[config.mk]
export PLATFORM = sky130hd
export DESIGN_NAME = fngs_queue
export DESIGN_NICKNAME = d
export VERILOG_FILES = /design/src/rtl/fngs_pkg.sv /design/src/rtl/fngs_queue.sv
export SDC_FILE = /design/constraint.sdc
export NUM_CORES = 1
export LEC_CHECK = 0
export BUFFER_PORTS_ARGS = -buffer_cell sky130_fd_sc_hd__buf_4
export CAP_MARGIN = 5
export CORE_ASPECT_RATIO = 0.6
export CORE_MARGIN = 5
export CORE_UTILIZATION = 35
export DETAILED_ROUTE_END_ITERATION = 7
export MAX_ROUTING_LAYER = met4
export PLACE_DENSITY_LB_ADDON = 0.2
export RECOVER_POWER = 50
export SKIP_CTS_REPAIR_TIMING = 1
export SLEW_MARGIN = 20
export SYNTH_ARGS = -nofsm -noshare
export SYNTH_HDL_FRONTEND = slang
export SYNTH_SLANG_ARGS = --single-unit
[constraint.sdc]
create_clock -name clk -period 2.74 [get_ports clk]
set_clock_uncertainty 0.05 [all_clocks]
set_input_delay 0.548 -clock clk [delete_from_list [all_inputs] [get_ports clk]]
set_output_delay 0.548 -clock clk [all_outputs]
set_load 0.05 [all_outputs]
[src/rtl/fngs_pkg.sv]
// ----------------------------------------------------------------------------
// fngs_pkg
// Shared types and constants for the four-neighbour grid sum block.
// ----------------------------------------------------------------------------
package fngs_pkg;

  localparam int MAX_SIDE = 256;
  localparam int IDX_W    = $clog2(MAX_SIDE);
  localparam int SIZE_W   = 9;

  localparam logic [SIZE_W-1:0] GRID_SIZE_RESET = 9'd256;
  localparam logic [SIZE_W-1:0] MAX_SIDE_SZ     = SIZE_W'(MAX_SIDE);

  // request types
  localparam logic REQ_SAMPLE = 1'b0;
  localparam logic REQ_FLUSH  = 1'b1;

  localparam int QUEUE_DEPTH = 2;
  localparam int QPTR_W      = $clog2(QUEUE_DEPTH);

  typedef logic [IDX_W-1:0] idx_t;

  // one classified request, handed from the front to the back
  typedef struct packed {
    logic emit;      // produces a result
    logic wr_en;     // sample goes into the older store
    logic bank;      // 0: store a holds the previous row, 1: store b
    idx_t row;
    idx_t col;
    logic up_en;
    logic left_en;
    logic right_en;
    logic last;
  } fngs_cmd_t;

endpackage

[src/rtl/fngs_queue.sv]
// ----------------------------------------------------------------------------
// fngs_queue
// Short command queue between the front and the back end.
// ----------------------------------------------------------------------------
module fngs_queue import fngs_pkg::*; #(
  parameter int SAMPLE_WIDTH = 16
) (
  input  logic                    clk,
  input  logic                    rst_n,
  input  logic                    push,
  input  fngs_cmd_t               push_cmd,
  input  logic [SAMPLE_WIDTH-1:0] push_sample,
  output logic                    full,
  output logic                    head_valid,
  output fngs_cmd_t               head_cmd,
  output logic [SAMPLE_WIDTH-1:0] head_sample,
  input  logic                    pop
);

  localparam logic [QPTR_W:0] DEPTH_CNT = (QPTR_W+1)'(QUEUE_DEPTH);

  fngs_cmd_t               cmd_q    [QUEUE_DEPTH];
  logic [SAMPLE_WIDTH-1:0] sample_q [QUEUE_DEPTH];
  logic [QPTR_W-1:0]       wr_ptr_r;
  logic [QPTR_W-1:0]       rd_ptr_r;
  logic [QPTR_W:0]         count_r;

  assign full        = (count_r == DEPTH_CNT);
  assign head_valid  = (count_r != '0);
  assign head_cmd    = cmd_q[rd_ptr_r];
  assign head_sample = sample_q[rd_ptr_r];

  always_ff @(posedge clk) begin
    if (push) begin
      cmd_q[wr_ptr_r]    <= push_cmd;
      sample_q[wr_ptr_r] <= push_sample;
    end
  end

  always_ff @(posedge clk) begin
    if (!rst_n) begin
      wr_ptr_r <= '0;
      rd_ptr_r <= '0;
      count_r  <= '0;
    end else begin
      if (push) begin
        wr_ptr_r <= wr_ptr_r + QPTR_W'(1);
      end
      if (pop) begin
        rd_ptr_r <= rd_ptr_r + QPTR_W'(1);
      end
      if (push && !pop) begin
        count_r <= count_r + (QPTR_W+1)'(1);
      end else if (pop && !push) begin
        count_r <= count_r - (QPTR_W+1)'(1);
      end
    end
  end

endmodule

==> flow_summary_export.csv, run 1 <==
group,metric,value,unit
routing,antenna_left,0,
cts,cts_tree,"yes",
synth,syn_area_per_cell,21.20,sq um
synth,synth_cells,143,
timing,finalMaxSlewViolations,0,
placed_design,hpwlAfterDp,3595,microns
grt,grt_pass1_wl,8583,microns
routing,drt_iter0_drc,63,
outcome,run_status,"complete, no violations",
critical_path,rr_worst_depth,2,
grt,antenna_found_initial,0,
critical_path,r2r-start,"wr_ptr_r$_SDFFE_PN0P_",
critical_path,worstPathMaxFanout,32,
die,rows,26,
placed_design,io_buffers,83,
critical_path,critPathCapture,"head_cmd[19]",
routing,drc,0,
synth,ys_top_cells_by_area,"edfxtp_1, mux2_2, dfxtp_1",
critical_path,rrSetupSlack,1.01,ns
cts,cts_buffer_depth,2,
synth,synth_nets,187,
pwr,powerDensity,821.6,nW/um^2
timing,worstMarginPinSlew,1.095,ns
pwr,p_leak,1.521,nW
timing,hold_violations,0,
critical_path,arrival,1.61,ns
critical_path,worstSetupStartpointType,"flip-flop",
critical_path,required,2.14,ns
routing,drt_wl_total,5497,microns
synth,yosysWarnings,0,
pwr,swShare,23.94,%
timing,max_slew_margin,26.99,%
synth,syn_area,3032,sq um
cells_and_area,syn_to_final_growth,35.74,%
routing,vias,1550,
grt,grt_pass1_vias,1629,
timing,whs,0.3747,ns
synth,ys_seq_area_share,80.56,%
pwr,power.share.combinational,15.9,%
die,die_x,130.2,microns
timing,fin_tns_setup,0,ns
pwr,clockPowerShare,40.1,%
cts,clk_pin_slew,0.06,ns
cts,clk_latency,0.33,ns
grt,grt_max_degree,40,
die,coreArea,8491,sq um
worst_hold_path,min_path_type,"in2reg",
flow_run,cap_violations,0,
synth,ys_types,18,
critical_path,worstSetupEndpointType,"primary output",
critical_path,r2r-end,"cmd_q[0][8]$_DFFE_PP_",
cells_and_area,multi_input_area,565.5,sq um
routing,first_pass_iters,2,
cells_and_area,register_area,2444,sq um
cells_and_area,fillers,733,
pwr,p_seq_share,44.0,%
timing,setup_viol,0,
routing,vias_per_cell,4.391,
pwr,p_int,0.002572,W
placed_design,place_congestion,0.6984,
cells_and_area,drive_gt1_share,55.60,%
cts,cts_root_buffer,"clkbuf_16",
grt,grt_usage,11.47,%
die,dieArea,10680,sq um
cts,htreeDepth,3,
cts,cts_buffers,9,
cts,clkSinkCount,83,
cells_and_area,antenna_cells_inserted,0,
timing,max_freq,452.8,MHz
pwr,peakVddDrop,479.5,uV
worst_hold_path,min_from,"push_cmd[18]",
die,die_y,82.09,microns
timing,rsz0062_at_grt,"no",
die,num_io_pins,84,
synth,synth_top_cell_by_area,"edfxtp_1",
critical_path,worstSetupPathType,"reg2out",
die,initial_utilization,35.71,%
cells_and_area,finalNetCount,280,
timing,fin_crit,2.209,ns
timing,post-route-period-util,80.60,%
synth,yosysTopAreaCellShare,77.26,%
grt,grt-ovfl-total,0,
pwr,power.switching,0.0008094,W
synth,ys_seq_elements,83,
routing,wl_per_cell,15.57,microns
worst_hold_path,hold_depth,1,
==> metal layers <==
metal	routed length (microns)	global-route usage, %	share of wire (%)	vias up
met3	555	5.977	10	11
met1	2531	14.65	46	741
met4	77	4.357	1.4	0
met5	0	-	0	-
li1	-	-	-	740
met2	2332	15.44	42	58
==> cells in the final DEF, fill, tap and decap left out, drive strengths merged <==
cell      count
o21ai         1
buf          46
nor2b         2
inv           1
or3           1
and2          4
mux2         39
edfxtp       78
a21boi        1
xnor2         1
clkinvlp      1
dfxtp         5
bufinv        3
or2           1
clkbuf       52
o21a          1
ha            1
and2b         1
xor2          2
==> power by group through the flow <==
stage / sequential, W / combinational (W) / clock [W]
final: 0.00149 / 0.000537 / 0.00136
after global routing: 0.00149 / 0.000568 / 0.00146
after CTS: 0.00149 / 0.000556 / 0.00140
after detailed placement: 0.00151 / 0.000554 / 0
after global placement: 0.00151 / 0.000550 / 0
after floorplan: 0.00150 / 0.000374 / 0
==> cells in the mapped netlist, drive strengths merged <==
cell type,n
o21ai,1
or3,1
o21a,1
dfxtp,5
xnor2,1
and2,4
and2b,1
or2,1
xor2,2
nor2b,2
buf,4
ha,1
mux2,39
inv,1
a21boi,1
edfxtp,78
==> flip-flops by register name, indices dropped and copies added (netlist names), named ones only <==
signal,cells
rd_ptr_r,1
count_r,2
sample_q,32
cmd_q,46
wr_ptr_r,1
==> cell families after synthesis <==
logic type / count (synthesis) / synth area share, %
flops: 83 / 80.56
xor+xnor: 3 / 0.8669
mux: 39 / 14.49
simple gates: 9 / 1.940
compound gates: 3 / 0.6604
buf+inv: 5 / 1.073
fa+ha+maj: 1 / 0.4126
==> through the flow <==
stage               util, %  setup slack (ns)  std cells  instance area, sq um  total power (W)
floorplan                 -            0.6624        143                  3034         0.001878
global placement      44.89            0.8741        337                  3811         0.002064
detailed placement    44.89            0.8686        337                  3811         0.002067
CTS                   48.94            0.5027        353                  4155         0.003440
global route          48.47            0.4669        353                  4115         0.003520
finish                48.47            0.5315        353                  4115         0.003381
==> critical path, cell delays in order, from the launching register on <==
cell     delay, ns
dfxtp_2       0.45
buf_12        0.24
mux2_2        0.37
buf_4         0.19
==> worst min-delay path by stage <==
stage,slack (ns),to
after global placement,0.44,count_r[1]$_SDFFE_PN0P_
after floorplan,0.41,count_r[1]$_SDFFE_PN0P_
final,0.37,cmd_q[0][18]$_DFFE_PP_
after detailed placement,0.44,count_r[1]$_SDFFE_PN0P_
after CTS,0.33,sample_q[0][2]$_DFFE_PP_
after global routing,0.35,sample_q[1][1]$_DFFE_PP_
==> cell type report <==
cell class / count / share of cell area [%]
Sequential cell: 83 / 59.38
Inverter: 1 / 0.09121
Clock buffer: 12 / 5.990
Multi-Input combinational cell: 55 / 13.74
Clock inverter: 4 / 2.372
Tap cell: 112 / 3.405
Timing Repair Buffer: 86 / 15.02
(Power assumes the default switching activity.)
==> inputs of run 2 (changes only) <==
clock period = 1.94 ns   (was 2.74 ns; I/O delays follow)
==> flow_summary_export.csv, run 2 (synthesis results as in run 1) <==
group,metric,value,unit
die,dieArea,10680,sq um
cts,cts_tree,"yes",
critical_path,cp_num_buf_inv,2,
critical_path,critical_path.max_stage_delay,0.39,ns
critical_path,cp.depth,3,
cts,cts_buffer_depth,2,
placed_design,dp_slack,0.2721,ns
worst_hold_path,min_path_type,"in2reg",
timing,rsz0062_at_grt,"no",
cells_and_area,fillers,760,
routing,drt_wl_total,5637,microns
cells_and_area,finalNetCount,285,
routing,first_pass_iters,4,
die,num_io_pins,84,
routing,drc,0,
placed_design,place_congestion,0.7060,
critical_path,worstSetupStartpointType,"flip-flop",
die,die_x,130.2,microns
timing,worstMarginPinSlew,0.4999,ns
critical_path,cp_slowest_cell,"dfxtp_4",
timing,post-route-period-util,97.38,%
cells_and_area,drive_gt1_share,53.66,%
placed_design,io_buffers,83,
cts,clkSinkCount,83,
die,die_y,82.09,microns
cts,cts_buffers,9,
grt,grt_max_degree,22,
cells_and_area,final_common_cell,"edfxtp_1",
outcome,run_status,"complete, no violations",
cells_and_area,largest-register,"cmd_q",
pwr,p_leak,1.524,nW
routing,vias,1562,
critical_path,worstSetupEndpointType,"primary output",
cells_and_area,syn_to_final_growth,36.40,%
critical_path,required,1.50,ns
die,initial_utilization,35.71,%
cts,clk_latency,0.33,ns
critical_path,r2r-start,"wr_ptr_r$_SDFFE_PN0P_",
die,coreArea,8491,sq um
timing,fin_crit,1.889,ns
grt,grt_pass1_wl,8611,microns
timing,setup_ws,0.05083,ns
critical_path,path_cells,"buf_12, mux2_2, buf_4",
cells_and_area,largestRegisters,"cmd_q x46, sample_q x32, count_r x2",
critical_path,worstPathMaxFanout,16,
cells_and_area,multi_input_area,565.5,sq um
cts,cts_root_buffer,"clkbuf_16",
worst_hold_path,hold_depth,1,
flow_run,cap_violations,0,
die,rows,26,
timing,max_freq,529.3,MHz
grt,grt_usage,11.51,%
timing,hold_violations,0,
cells_and_area,antenna_cells_inserted,0,
timing,finalMaxSlewViolations,0,
cts,htreeDepth,3,
critical_path,arrival,1.45,ns
routing,wl_per_cell,15.75,microns
routing,antenna_left,0,
timing,setup_viol,0,
critical_path,cpLargestDelayFamily,"flip-flops",
critical_path,rr_worst_depth,2,
pwr,p_total,0.004627,W
grt,antenna_found_initial,0,
routing,drt_iter0_drc,107,
timing,fin_tns_setup,0,ns
cells_and_area,register_area,2446,sq um
grt,grt-ovfl-total,0,
pwr,powerDensity,1119,nW/um^2
critical_path,worstSetupPathType,"reg2out",
timing,whs,0.2158,ns
cts,clk_pin_slew,0.06,ns
placed_design,hpwlAfterDp,3965,microns
worst_hold_path,min_from,"push_cmd[17]",
grt,grt_pass1_vias,1675,
cells_and_area,final_cell_mix,"edfxtp_1, buf_4, mux2_2, clkbuf_4, clkbuf_1",
cells_and_area,largest_reg_flops,46,
pwr,peakVddDrop,651.9,uV
routing,vias_per_cell,4.363,
timing,max_slew_margin,66.68,%
cells_and_area,fin_util,48.70,%
## run 2: through the flow
step	std cells	area (sq um)
2_1_floorplan	143	3034
3_5_place_dp	340	3871
4_1_cts	356	4180
6_report	358	4135
3_3_place_gp	340	3871
5_1_grt	358	4135
## run 2: power breakdown
part	total (W)	internal (W)	switching (W)
Clock	0.00174	0.00112	0.000629
Combinational	0.000787	0.000292	0.000495
Sequential	0.00210	0.00207	0.0000301
Total	0.00463	0.00347	0.00115
## run 2: routing by layer
layer  wire length [microns]  vias up  share of wire [%]  track usage [%]
met3                     503       10                8.9            5.463
li1                        -      755                  -                -
met5                       0        -                  0                -
met1                    2792      738                 50            15.53
met4                      70        0                1.2            4.046
met2                    2271       59                 40            15.08
## run 2: cell type report
| cell class | instances | share of cell area [%] |
|---|---|---|
| inverter | 1 | 0.09077 |
| clock buffer | 10 | 5.537 |
| timing repair buffer | 91 | 16.22 |
| clock inverter | 6 | 1.936 |
| multi-input combinational | 55 | 13.68 |
| tap | 112 | 3.389 |
| sequential | 83 | 59.15 |
## run 2: final timing paths
| kind | slack, ns | end |
|---|---|---|
| hold / removal | 0.22 | cmd_q[0][17]$_DFFE_PP_ |
| setup / recovery | 0.05 | head_sample[7] |
| hold reg to reg | 0.47 | count_r[1]$_SDFFE_PN0P_ |
| setup reg to reg | 0.55 | cmd_q[1][14]$_DFFE_PP_ |
