<file path="src/rtl/fngs_pkg.sv">
// ----------------------------------------------------------------------------
// fngs_pkg
// Shared types and constants for the four-neighbour grid sum block.
// ----------------------------------------------------------------------------
package fngs_pkg;

  localparam int MAX_SIDE = 256;
  localparam int IDX_W    = $clog2(MAX_SIDE);
  localparam int SIZE_W   = 9;

  localparam logic [SIZE_W-1:0] GRID_SIZE_RESET = 9'd256;
  localparam logic [SIZE_W-1:0] MAX_SIDE_SZ     = SIZE_W'(MAX_SIDE);

  // request types
  localparam logic REQ_SAMPLE = 1'b0;
  localparam logic REQ_FLUSH  = 1'b1;

  localparam int QUEUE_DEPTH = 2;
  localparam int QPTR_W      = $clog2(QUEUE_DEPTH);

  typedef logic [IDX_W-1:0] idx_t;

  // one classified request, handed from the front to the back
  typedef struct packed {
    logic emit;      // produces a result
    logic wr_en;     // sample goes into the older store
    logic bank;      // 0: store a holds the previous row, 1: store b
    idx_t row;
    idx_t col;
    logic up_en;
    logic left_en;
    logic right_en;
    logic last;
  } fngs_cmd_t;

endpackage

</file>
<file path="src/rtl/fngs_front.sv">
// ----------------------------------------------------------------------------
// fngs_front
// Holds the grid size and raster position, classifies each request and
// builds the command for the back end.
// ----------------------------------------------------------------------------
module fngs_front import fngs_pkg::*; #(
  parameter int SAMPLE_WIDTH = 16
) (
  input  logic                    clk,
  input  logic                    rst_n,
  input  logic                    cfg_wr_en,
  input  logic [SIZE_W-1:0]       cfg_wr_data,
  input  logic                    in_valid,
  input  logic                    in_req_type,
  input  logic [SAMPLE_WIDTH-1:0] in_pixel_value,
  input  logic                    q_full,
  output logic                    push,
  output fngs_cmd_t               push_cmd,
  output logic [SAMPLE_WIDTH-1:0] push_sample
);

  logic [SIZE_W-1:0] size_r;
  logic [SIZE_W-1:0] row_r, row_nxt;
  idx_t              col_r, col_nxt;
  logic              bank_r, bank_nxt;

  logic [SIZE_W-1:0] n_eff;
  logic              wrap;
  logic [SIZE_W-1:0] row_e;
  idx_t              col_e;
  logic [SIZE_W-1:0] row_m1;
  logic [SIZE_W-1:0] col_inc;
  logic              flushing;

  assign push = in_valid && !q_full;

  always_comb begin
    if (size_r == '0) begin
      n_eff = SIZE_W'(1);
    end else if (size_r > MAX_SIDE_SZ) begin
      n_eff = MAX_SIDE_SZ;
    end else begin
      n_eff = size_r;
    end
  end

  // size may have shrunk below the stored position: restart the frame
  assign wrap     = (row_r > n_eff) || ({1'b0, col_r} >= n_eff);
  assign row_e    = wrap ? '0 : row_r;
  assign col_e    = wrap ? '0 : col_r;
  assign row_m1   = row_e - SIZE_W'(1);
  assign col_inc  = {1'b0, col_e} + SIZE_W'(1);
  assign flushing = (row_e == n_eff);

  always_comb begin
    push_cmd.emit     = (row_e != '0);
    push_cmd.wr_en    = !flushing;
    push_cmd.bank     = bank_r;
    push_cmd.row      = row_m1[IDX_W-1:0];
    push_cmd.col      = col_e;
    push_cmd.up_en    = (row_m1 != '0);
    push_cmd.left_en  = (col_e != '0);
    push_cmd.right_en = (col_inc < n_eff);
    push_cmd.last     = flushing && (col_inc == n_eff);
    push_sample       = (flushing || (in_req_type == REQ_FLUSH)) ? '0 : in_pixel_value;
  end

  always_comb begin
    row_nxt  = row_e;
    col_nxt  = col_inc[IDX_W-1:0];
    bank_nxt = bank_r;
    if (col_inc >= n_eff) begin
      col_nxt = '0;
      if (flushing) begin
        row_nxt = '0;
      end else begin
        row_nxt  = row_e + SIZE_W'(1);
        bank_nxt = !bank_r;
      end
    end
  end

  always_ff @(posedge clk) begin
    if (!rst_n) begin
      size_r <= GRID_SIZE_RESET;
      row_r  <= '0;
      col_r  <= '0;
      bank_r <= 1'b0;
    end else begin
      if (cfg_wr_en) begin
        size_r <= cfg_wr_data;
      end
      if (push) begin
        row_r  <= row_nxt;
        col_r  <= col_nxt;
        bank_r <= bank_nxt;
      end
    end
  end

endmodule

</file>
<file path="config.mk">
export PLATFORM = sky130hd
export DESIGN_NAME = fngs_front
export DESIGN_NICKNAME = d
export VERILOG_FILES = /design/src/rtl/fngs_pkg.sv /design/src/rtl/fngs_front.sv
export SDC_FILE = /design/constraint.sdc
export NUM_CORES = 1
export LEC_CHECK = 0
export BUFFER_PORTS_ARGS = -buffer_cell sky130_fd_sc_hd__clkbuf_2
export CELL_PAD_IN_SITES_DETAIL_PLACEMENT = 2
export CELL_PAD_IN_SITES_GLOBAL_PLACEMENT = 2
export CORE_ASPECT_RATIO = 1.75
export CORE_MARGIN = 1
export CORE_UTILIZATION = 30
export DETAILED_ROUTE_END_ITERATION = 10
export GPL_ROUTABILITY_DRIVEN = 0
export PLACE_DENSITY_LB_ADDON = 0.15
export SETUP_SLACK_MARGIN = 0.02
export SYNTH_ARGS = -nofsm -noshare
export SYNTH_HDL_FRONTEND = slang
export SYNTH_SLANG_ARGS = --single-unit
</file>
<file path="constraint.sdc">
create_clock -name clk -period 6.75 [get_ports clk]
set_clock_uncertainty 0.05 [all_clocks]
set_input_delay 0.675 -clock clk [delete_from_list [all_inputs] [get_ports clk]]
set_output_delay 0.675 -clock clk [all_outputs]
set_load 0.005 [all_outputs]
</file>
==> impl_metrics.toml, run 1 <==
[detailed_routing]
remaining_drc_errors = 0
top_layer = "met4"
drtIter0Drc = 86
antenna_left = 0
routedLengthMet1_um = 3824
vias = 2945
dr_wl_met3_um = 312
vias_per_cell = 5.494
routedWlPerCell_um = 19.27
routed_wl_um = 10330
wl_met2_um = 5924
drtPass1Iterations = 4

[global_route]
track_usage_pct = 22.47
grt_pass1_vias = 3155
grt_overflow_total = 0
grt_max_degree = 27
antenna_found_initial = 0
grt_pass1_wl_um = 16160

[synth]
netlist.area_leader.share_pct = 19.67
syn_nets = 429
syn_avg_cell_area_um2 = 7.507
yosys-mux-area-fraction_pct = 3.279
yosys.area_share.simple_pct = 31.88
synthDistinctLibCells = 57
async_reset_ff_share_pct = 0
synthAdderAreaFrac_pct = 14.57
synthTopCellsByCount = "43 x nand2_1, 32 x ha_1, 27 x dfxtp_1, 27 x inv_1, 21 x and2_1"
yosysTopAreaCell = "dfxtp_1"
synth-compound-area-share_pct = 19.67
syn_area_um2 = 2748
yosysMostFrequentCell = "nand2_1"
synth-main-ff-cell = "dfxtp_1"
synth_area_leaders = "dfxtp_1 20%, ha_1 15%, nand2_1 5.9%"
netlist_instances = 366
synthXorXnorAreaFrac_pct = 3.188
seq_area_frac_synth_pct = 19.67
yosys_warnings = 0
ys_ff_latch = 27
synth_top_family_by_area = "simple AND/OR/NAND/NOR gates"
synth_edf_count = 0

[sta]
timing.final.hold_violations = 0
drv_slew = 0
worst_pin_slew_ns = 0.6696
slew_headroom_pct = 55.30
min_period_ns = 5.863
setup_viol = 0
final.period_utilization_pct = 86.86
grt_setup_unrepaired = "false"
fmax_ghz = 0.1706
tns_ns = 0

[setup_path]
r2r-start = "size_r[8]"
r2r_slack_ns = 0.89
slowest_delay_ns = 0.58
critPathMaxFanout = 14
crit_slowest_cell = "or4_1"
critical_path_required_ns = 6.86
crit_end = "row_r[7]"
reg2reg_depth = 22
rr_endpoint = "row_r[7]"
endpoint_kind = "register"
cp-start-kind = "register"
crit_start = "size_r[8]"
crit_type = "reg2reg"
worstPathArrival_ns = 5.98
cp_cell_sequence = "inv_2 -> nand2_1 -> ha_1 -> a21oi_1 -> a211oi_1 -> a211oi_1 -> o22a_1 -> and2_1 -> nand2_1 -> inv_1 -> ha_1 -> nand2_1 -> or4_4 -> xnor2_1 -> ha_1 -> and4_1 -> o21ai_0 -> a21oi_1 -> o2111ai_1 -> or4_1 -> a31oi_1 -> o22ai_1"

[final_layout]
n_antenna_cell = 0
final_util_pct = 36.78
drive_gt1_share_pct = 20.53
final_area_um2 = 3231
fin_nets = 483
area_delta_synth_final_pct = 17.58

[clock_tree]
cts_buffers = 3
path_clk_slew_ns = 0.07
cts_hold_buffers = 0
cts-root-buf = "clkbuf_16"
post-cts-setup-buffer-count = 0
clock_latency_ns = 0.28
cts_tree = "built"
clock_sinks = 27
h-tree-depth = 1
cts_resized = 0
cts_buffer_depth = 2

[floorplan]
fp.dieH_um = 128.6
core.rowCount = 45
die-area_um2 = 9561
ios = 71
core_um2 = 8783
initial_core_util_pct = 31.28
die_width_um = 74.35

[power_and_ir_drop]
vdd_drop_max_mv = 0.07740
leakage_nw = 1.465
power_density_nw_per_um2 = 132.1

[hold_path]
hp-class = "reg2reg"

[job]
cap_violations = 0

[placement]
io_buffers = 70
placed_area_um2 = 3152
dp_hpwl_um = 8596

[outcome]
status = "finished, final reports clean"
==> how the worst min path moves through the flow <==
stage / cells past startpoint / slack, ns / to / start
after floorplan: 2 / 0.40 / bank_r / bank_r
after global placement: 2 / 0.42 / bank_r / bank_r
after detailed placement: 2 / 0.43 / bank_r / bank_r
after CTS: 2 / 0.44 / bank_r / bank_r
after global routing: 2 / 0.47 / bank_r / bank_r
final: 2 / 0.43 / bank_r / bank_r
==> worst max-delay path: cells and delay by family, from the launching register on <==
kind | cells | cell delay, ns
adders and majority gates | 3 | 0.91
DFF | 1 | 0.38
and+or+nand+nor | 7 | 1.88
xor gates and xnor gates | 1 | 0.16
buffers and inverters | 2 | 0.36
AOI/OAI and AO/OA | 9 | 2.01
==> cells in the final DEF (no fill, tap or decap), drive strengths merged, types with 2 or more instances in the layout <==
cell type / Yosys / layout
nand3: 18 / 18
o21ai: 14 / 14
or2: 3 / 3
a21oi: 9 / 9
nor4: 3 / 3
nor3: 9 / 9
a22oi: 4 / 4
mux2i: 9 / 9
clkbuf: 14 / 74
a21o: 5 / 5
and4: 4 / 4
nor2b: 12 / 12
xnor2: 7 / 7
nand4: 12 / 12
nand2: 43 / 43
a211oi: 2 / 2
buf: 9 / 2
nor2: 19 / 19
o22ai: 5 / 5
ha: 32 / 32
and3: 4 / 4
dfxtp: 27 / 27
o22a: 2 / 2
nand2b: 6 / 6
nand3b: 2 / 2
a2111oi: 2 / 2
xor2: 3 / 3
and2: 21 / 21
a21boi: 7 / 7
inv: 28 / 28
a31oi: 10 / 10
or4: 3 / 3
o2111ai: 4 / 4
a41oi: 2 / 2
==> per-layer routing <==
| metal | up-vias | track usage [%] |
|---|---|---|
| li1 | 1403 | - |
| met3 | 23 | 1.879 |
| met5 | - | 0 |
| met1 | 1439 | 22.72 |
| met2 | 80 | 45.40 |
| met4 | 0 | 7.991 |
==> report_power, final <==
| group | switching (mW) | internal, mW | leakage, nW |
|---|---|---|---|
| sequential | 0.00765 | 0.164 | 0.220 |
| combinational | 0.0670 | 0.0436 | 1.21 |
| clock | 0.0634 | 0.0813 | 0.0382 |
==> layout make-up <==
| class | instances | area [um^2] |
|---|---|---|
| fill | 1078 | 5553 |
| sequential | 27 | 540.5 |
| tap | 117 | 146.4 |
| inverter | 28 | 105.1 |
| timing repair buffer | 72 | 365.4 |
| multi-input combinational | 288 | 1994 |
| clock buffer | 4 | 78.83 |
==> through the flow <==
step / worst slack [ns] / std cells / hold WS (ns) / power [mW]
2_1_floorplan: 1.657 / 366 / 0.3963 / 0.2443
3_3_place_gp: 1.230 / 532 / 0.4183 / 0.2827
3_5_place_dp: 0.9537 / 532 / 0.4280 / 0.2872
4_1_cts: 0.9059 / 536 / 0.4406 / 0.4336
5_1_grt: 0.5302 / 536 / 0.4683 / 0.4496
6_report: 0.8866 / 536 / 0.4315 / 0.4267
==> registers in the layout, indices dropped and copies added (netlist names) <==
signal	count
bank_r	1
size_r	9
col_r	8
row_r	9
==> cell families (layout without fill, tap and decap cells) <==
group | count (synthesis) | count (layout)
AND/OR/NAND/NOR | 162 | 162
adder cells (fa/ha/maj) | 32 | 32
multiplexers | 9 | 9
AO/OA/AOI/OAI | 75 | 75
buffers and inverters | 51 | 104
XOR/XNOR | 10 | 10
flip-flops | 27 | 27
No activity file was read; power rests on OpenSTA's default activity.
==> inputs of run 2 (changes only) <==
- REMOVE_ABC_BUFFERS: default -> 1
==> run 2 against run 1 <==
  * Utilization is 0.26 points higher
  * Non-clock buffer count is 3 higher
  * Sequential share of layout area is 0.12 points lower
  * Total power is 0.29% lower
  * Design area is 0.70% higher
  * Combinational power hardly changed
  * Final cell count is 0.56% higher
  * Critical path type unchanged
  * Register-to-register slack worse by 0.22 ns
  * Die area stayed put
  * Flip-flop and latch count stayed put
  * Maximum frequency is 3.6% lower
  * First-iteration DRC count is 22% higher
==> impl_metrics.toml, run 2 (synthesis results as in run 1) <==
[outcome]
status = "finished, final reports clean"

[power_and_ir_drop]
power_density_nw_per_um2 = 130.8
leakage_nw = 1.482
vdd_drop_max_mv = 0.08248
total_power_uw = 425.4

[setup_path]
critical_path_required_ns = 6.86
crit_type = "reg2reg"
r2r_slack_ns = 0.67
r2r-start = "size_r[1]"
reg2reg_depth = 24
worstPathArrival_ns = 6.19
rr_endpoint = "row_r[7]"
endpoint_kind = "register"
cp-start-kind = "register"
critPathMaxFanout = 18

[floorplan]
ios = 71
core.rowCount = 45
die_width_um = 74.35
core_um2 = 8783
fp.dieH_um = 128.6
initial_core_util_pct = 31.28
die-area_um2 = 9561

[sta]
final.period_utilization_pct = 90.15
min_period_ns = 6.085
worst_pin_slew_ns = 0.6696
drv_slew = 0
tns_ns = 0
slew_headroom_pct = 54.95
setup_viol = 0
fmax_ghz = 0.1643
timing.final.hold_violations = 0
worst_hold_slack_ns = 0.4300
grt_setup_unrepaired = "false"

[detailed_routing]
antenna_left = 0
vias = 2975
remaining_drc_errors = 0
drtPass1Iterations = 4
routed_wl_um = 10440
routedWlPerCell_um = 19.38
drtIter0Drc = 105
vias_per_cell = 5.519

[global_route]
antenna_found_initial = 0
track_usage_pct = 23.47
grt_pass1_vias = 3229
grt_max_degree = 27
grt_pass1_wl_um = 16860
grt_overflow_total = 0

[placement]
placed_area_um2 = 3174
io_buffers = 70
place_inst = 535
dp_hpwl_um = 8630

[clock_tree]
cts_tree = "built"
h-tree-depth = 1
cts_buffers = 3
cts_resized = 0
clock_sinks = 27
post-cts-setup-buffer-count = 0
cts_buffer_depth = 2
clock_latency_ns = 0.27
cts-root-buf = "clkbuf_16"
cts_hold_buffers = 0
path_clk_slew_ns = 0.07

[final_layout]
final_cells = 539
area_delta_synth_final_pct = 18.40
final_common_cell = "clkbuf_2"
final_area_um2 = 3253
final_cell_mix = "70 x clkbuf_2, 43 x nand2_1, 32 x ha_1"
drive_gt1_share_pct = 21.09
n_antenna_cell = 0
reg_top3 = "row_r: 9 flops, size_r: 9 flops, col_r: 8 flops"
fin_nets = 486

[job]
cap_violations = 0

[hold_path]
hold_start = "bank_r"
hp-class = "reg2reg"
holdPathStages = 2
worstHoldEndpoint = "bank_r"
-- run 2: cell types whose count changed in the layout (fill, tap and decap cells not counted) --
cell,before,now
buf_4,2,5
-- run 2: critical path, stage by stage (launching register included) --
cell       delay (ns)
dfxtp_1          0.34
nor4_2           0.35
a31oi_1          0.17
nor2_1           0.29
ha_1             0.30
nor2b_1          0.11
o21ai_1          0.07
nand4_1          0.08
and2_1           0.35
and2_1           0.19
buf_4            0.26
nand2_1          0.14
inv_1            0.12
ha_1             0.21
nand2_1          0.09
or4_4            0.47
xnor2_1          0.16
ha_1             0.30
and4_1           0.23
o21ai_0          0.09
a21oi_1          0.39
o2111ai_1        0.35
or4_1            0.56
a31oi_1          0.18
o22ai_1          0.09
-- run 2: worst max-delay path by stage --
stage              start       end  slack [ns]  cells past startpoint
4_1_cts        size_r[1]  row_r[7]        0.60                     24
3_3_place_gp   size_r[1]  row_r[7]        0.79                     24
6_report       size_r[1]  row_r[7]        0.67                     24
2_1_floorplan  size_r[8]  row_r[7]        1.53                     22
3_5_place_dp   size_r[1]  row_r[7]        0.61                     24
5_1_grt        size_r[1]  row_r[7]        0.20                     24
-- run 2: metal layers --
layer / GRT usage [%] / wire length [um] / vias up
met5: 0 / 0 / -
met4: 11.76 / 427 / 0
met3: 1.488 / 302 / 22
met2: 46.20 / 5903 / 85
met1: 23.63 / 3812 / 1460
li1: - / - / 1408
-- run 2: final cells by class --
cell class / count / area [um^2]
inverter: 28 / 105.1
fill: 1081 / 5530
multi-input combinational: 288 / 1994
sequential: 27 / 540.5
timing repair buffer: 75 / 387.9
tap: 117 / 146.4
clock buffer: 4 / 78.83
-- run 2: through the flow --
| stage | util, % | setup WS (ns) |
|---|---|---|
| after global placement | 36.14 | 0.7884 |
| after detailed placement | 36.14 | 0.6076 |
| final | 37.04 | 0.6652 |
| after CTS | 37.04 | 0.5978 |
| after global routing | 37.04 | 0.1998 |
| after floorplan | - | 1.531 |
-- run 2: power breakdown --
part           internal, mW  leakage [nW]  switching, mW  total, mW
combinational        0.0437          1.22         0.0659      0.110
clock                0.0814        0.0382         0.0641      0.145
sequential            0.164         0.220        0.00671      0.170
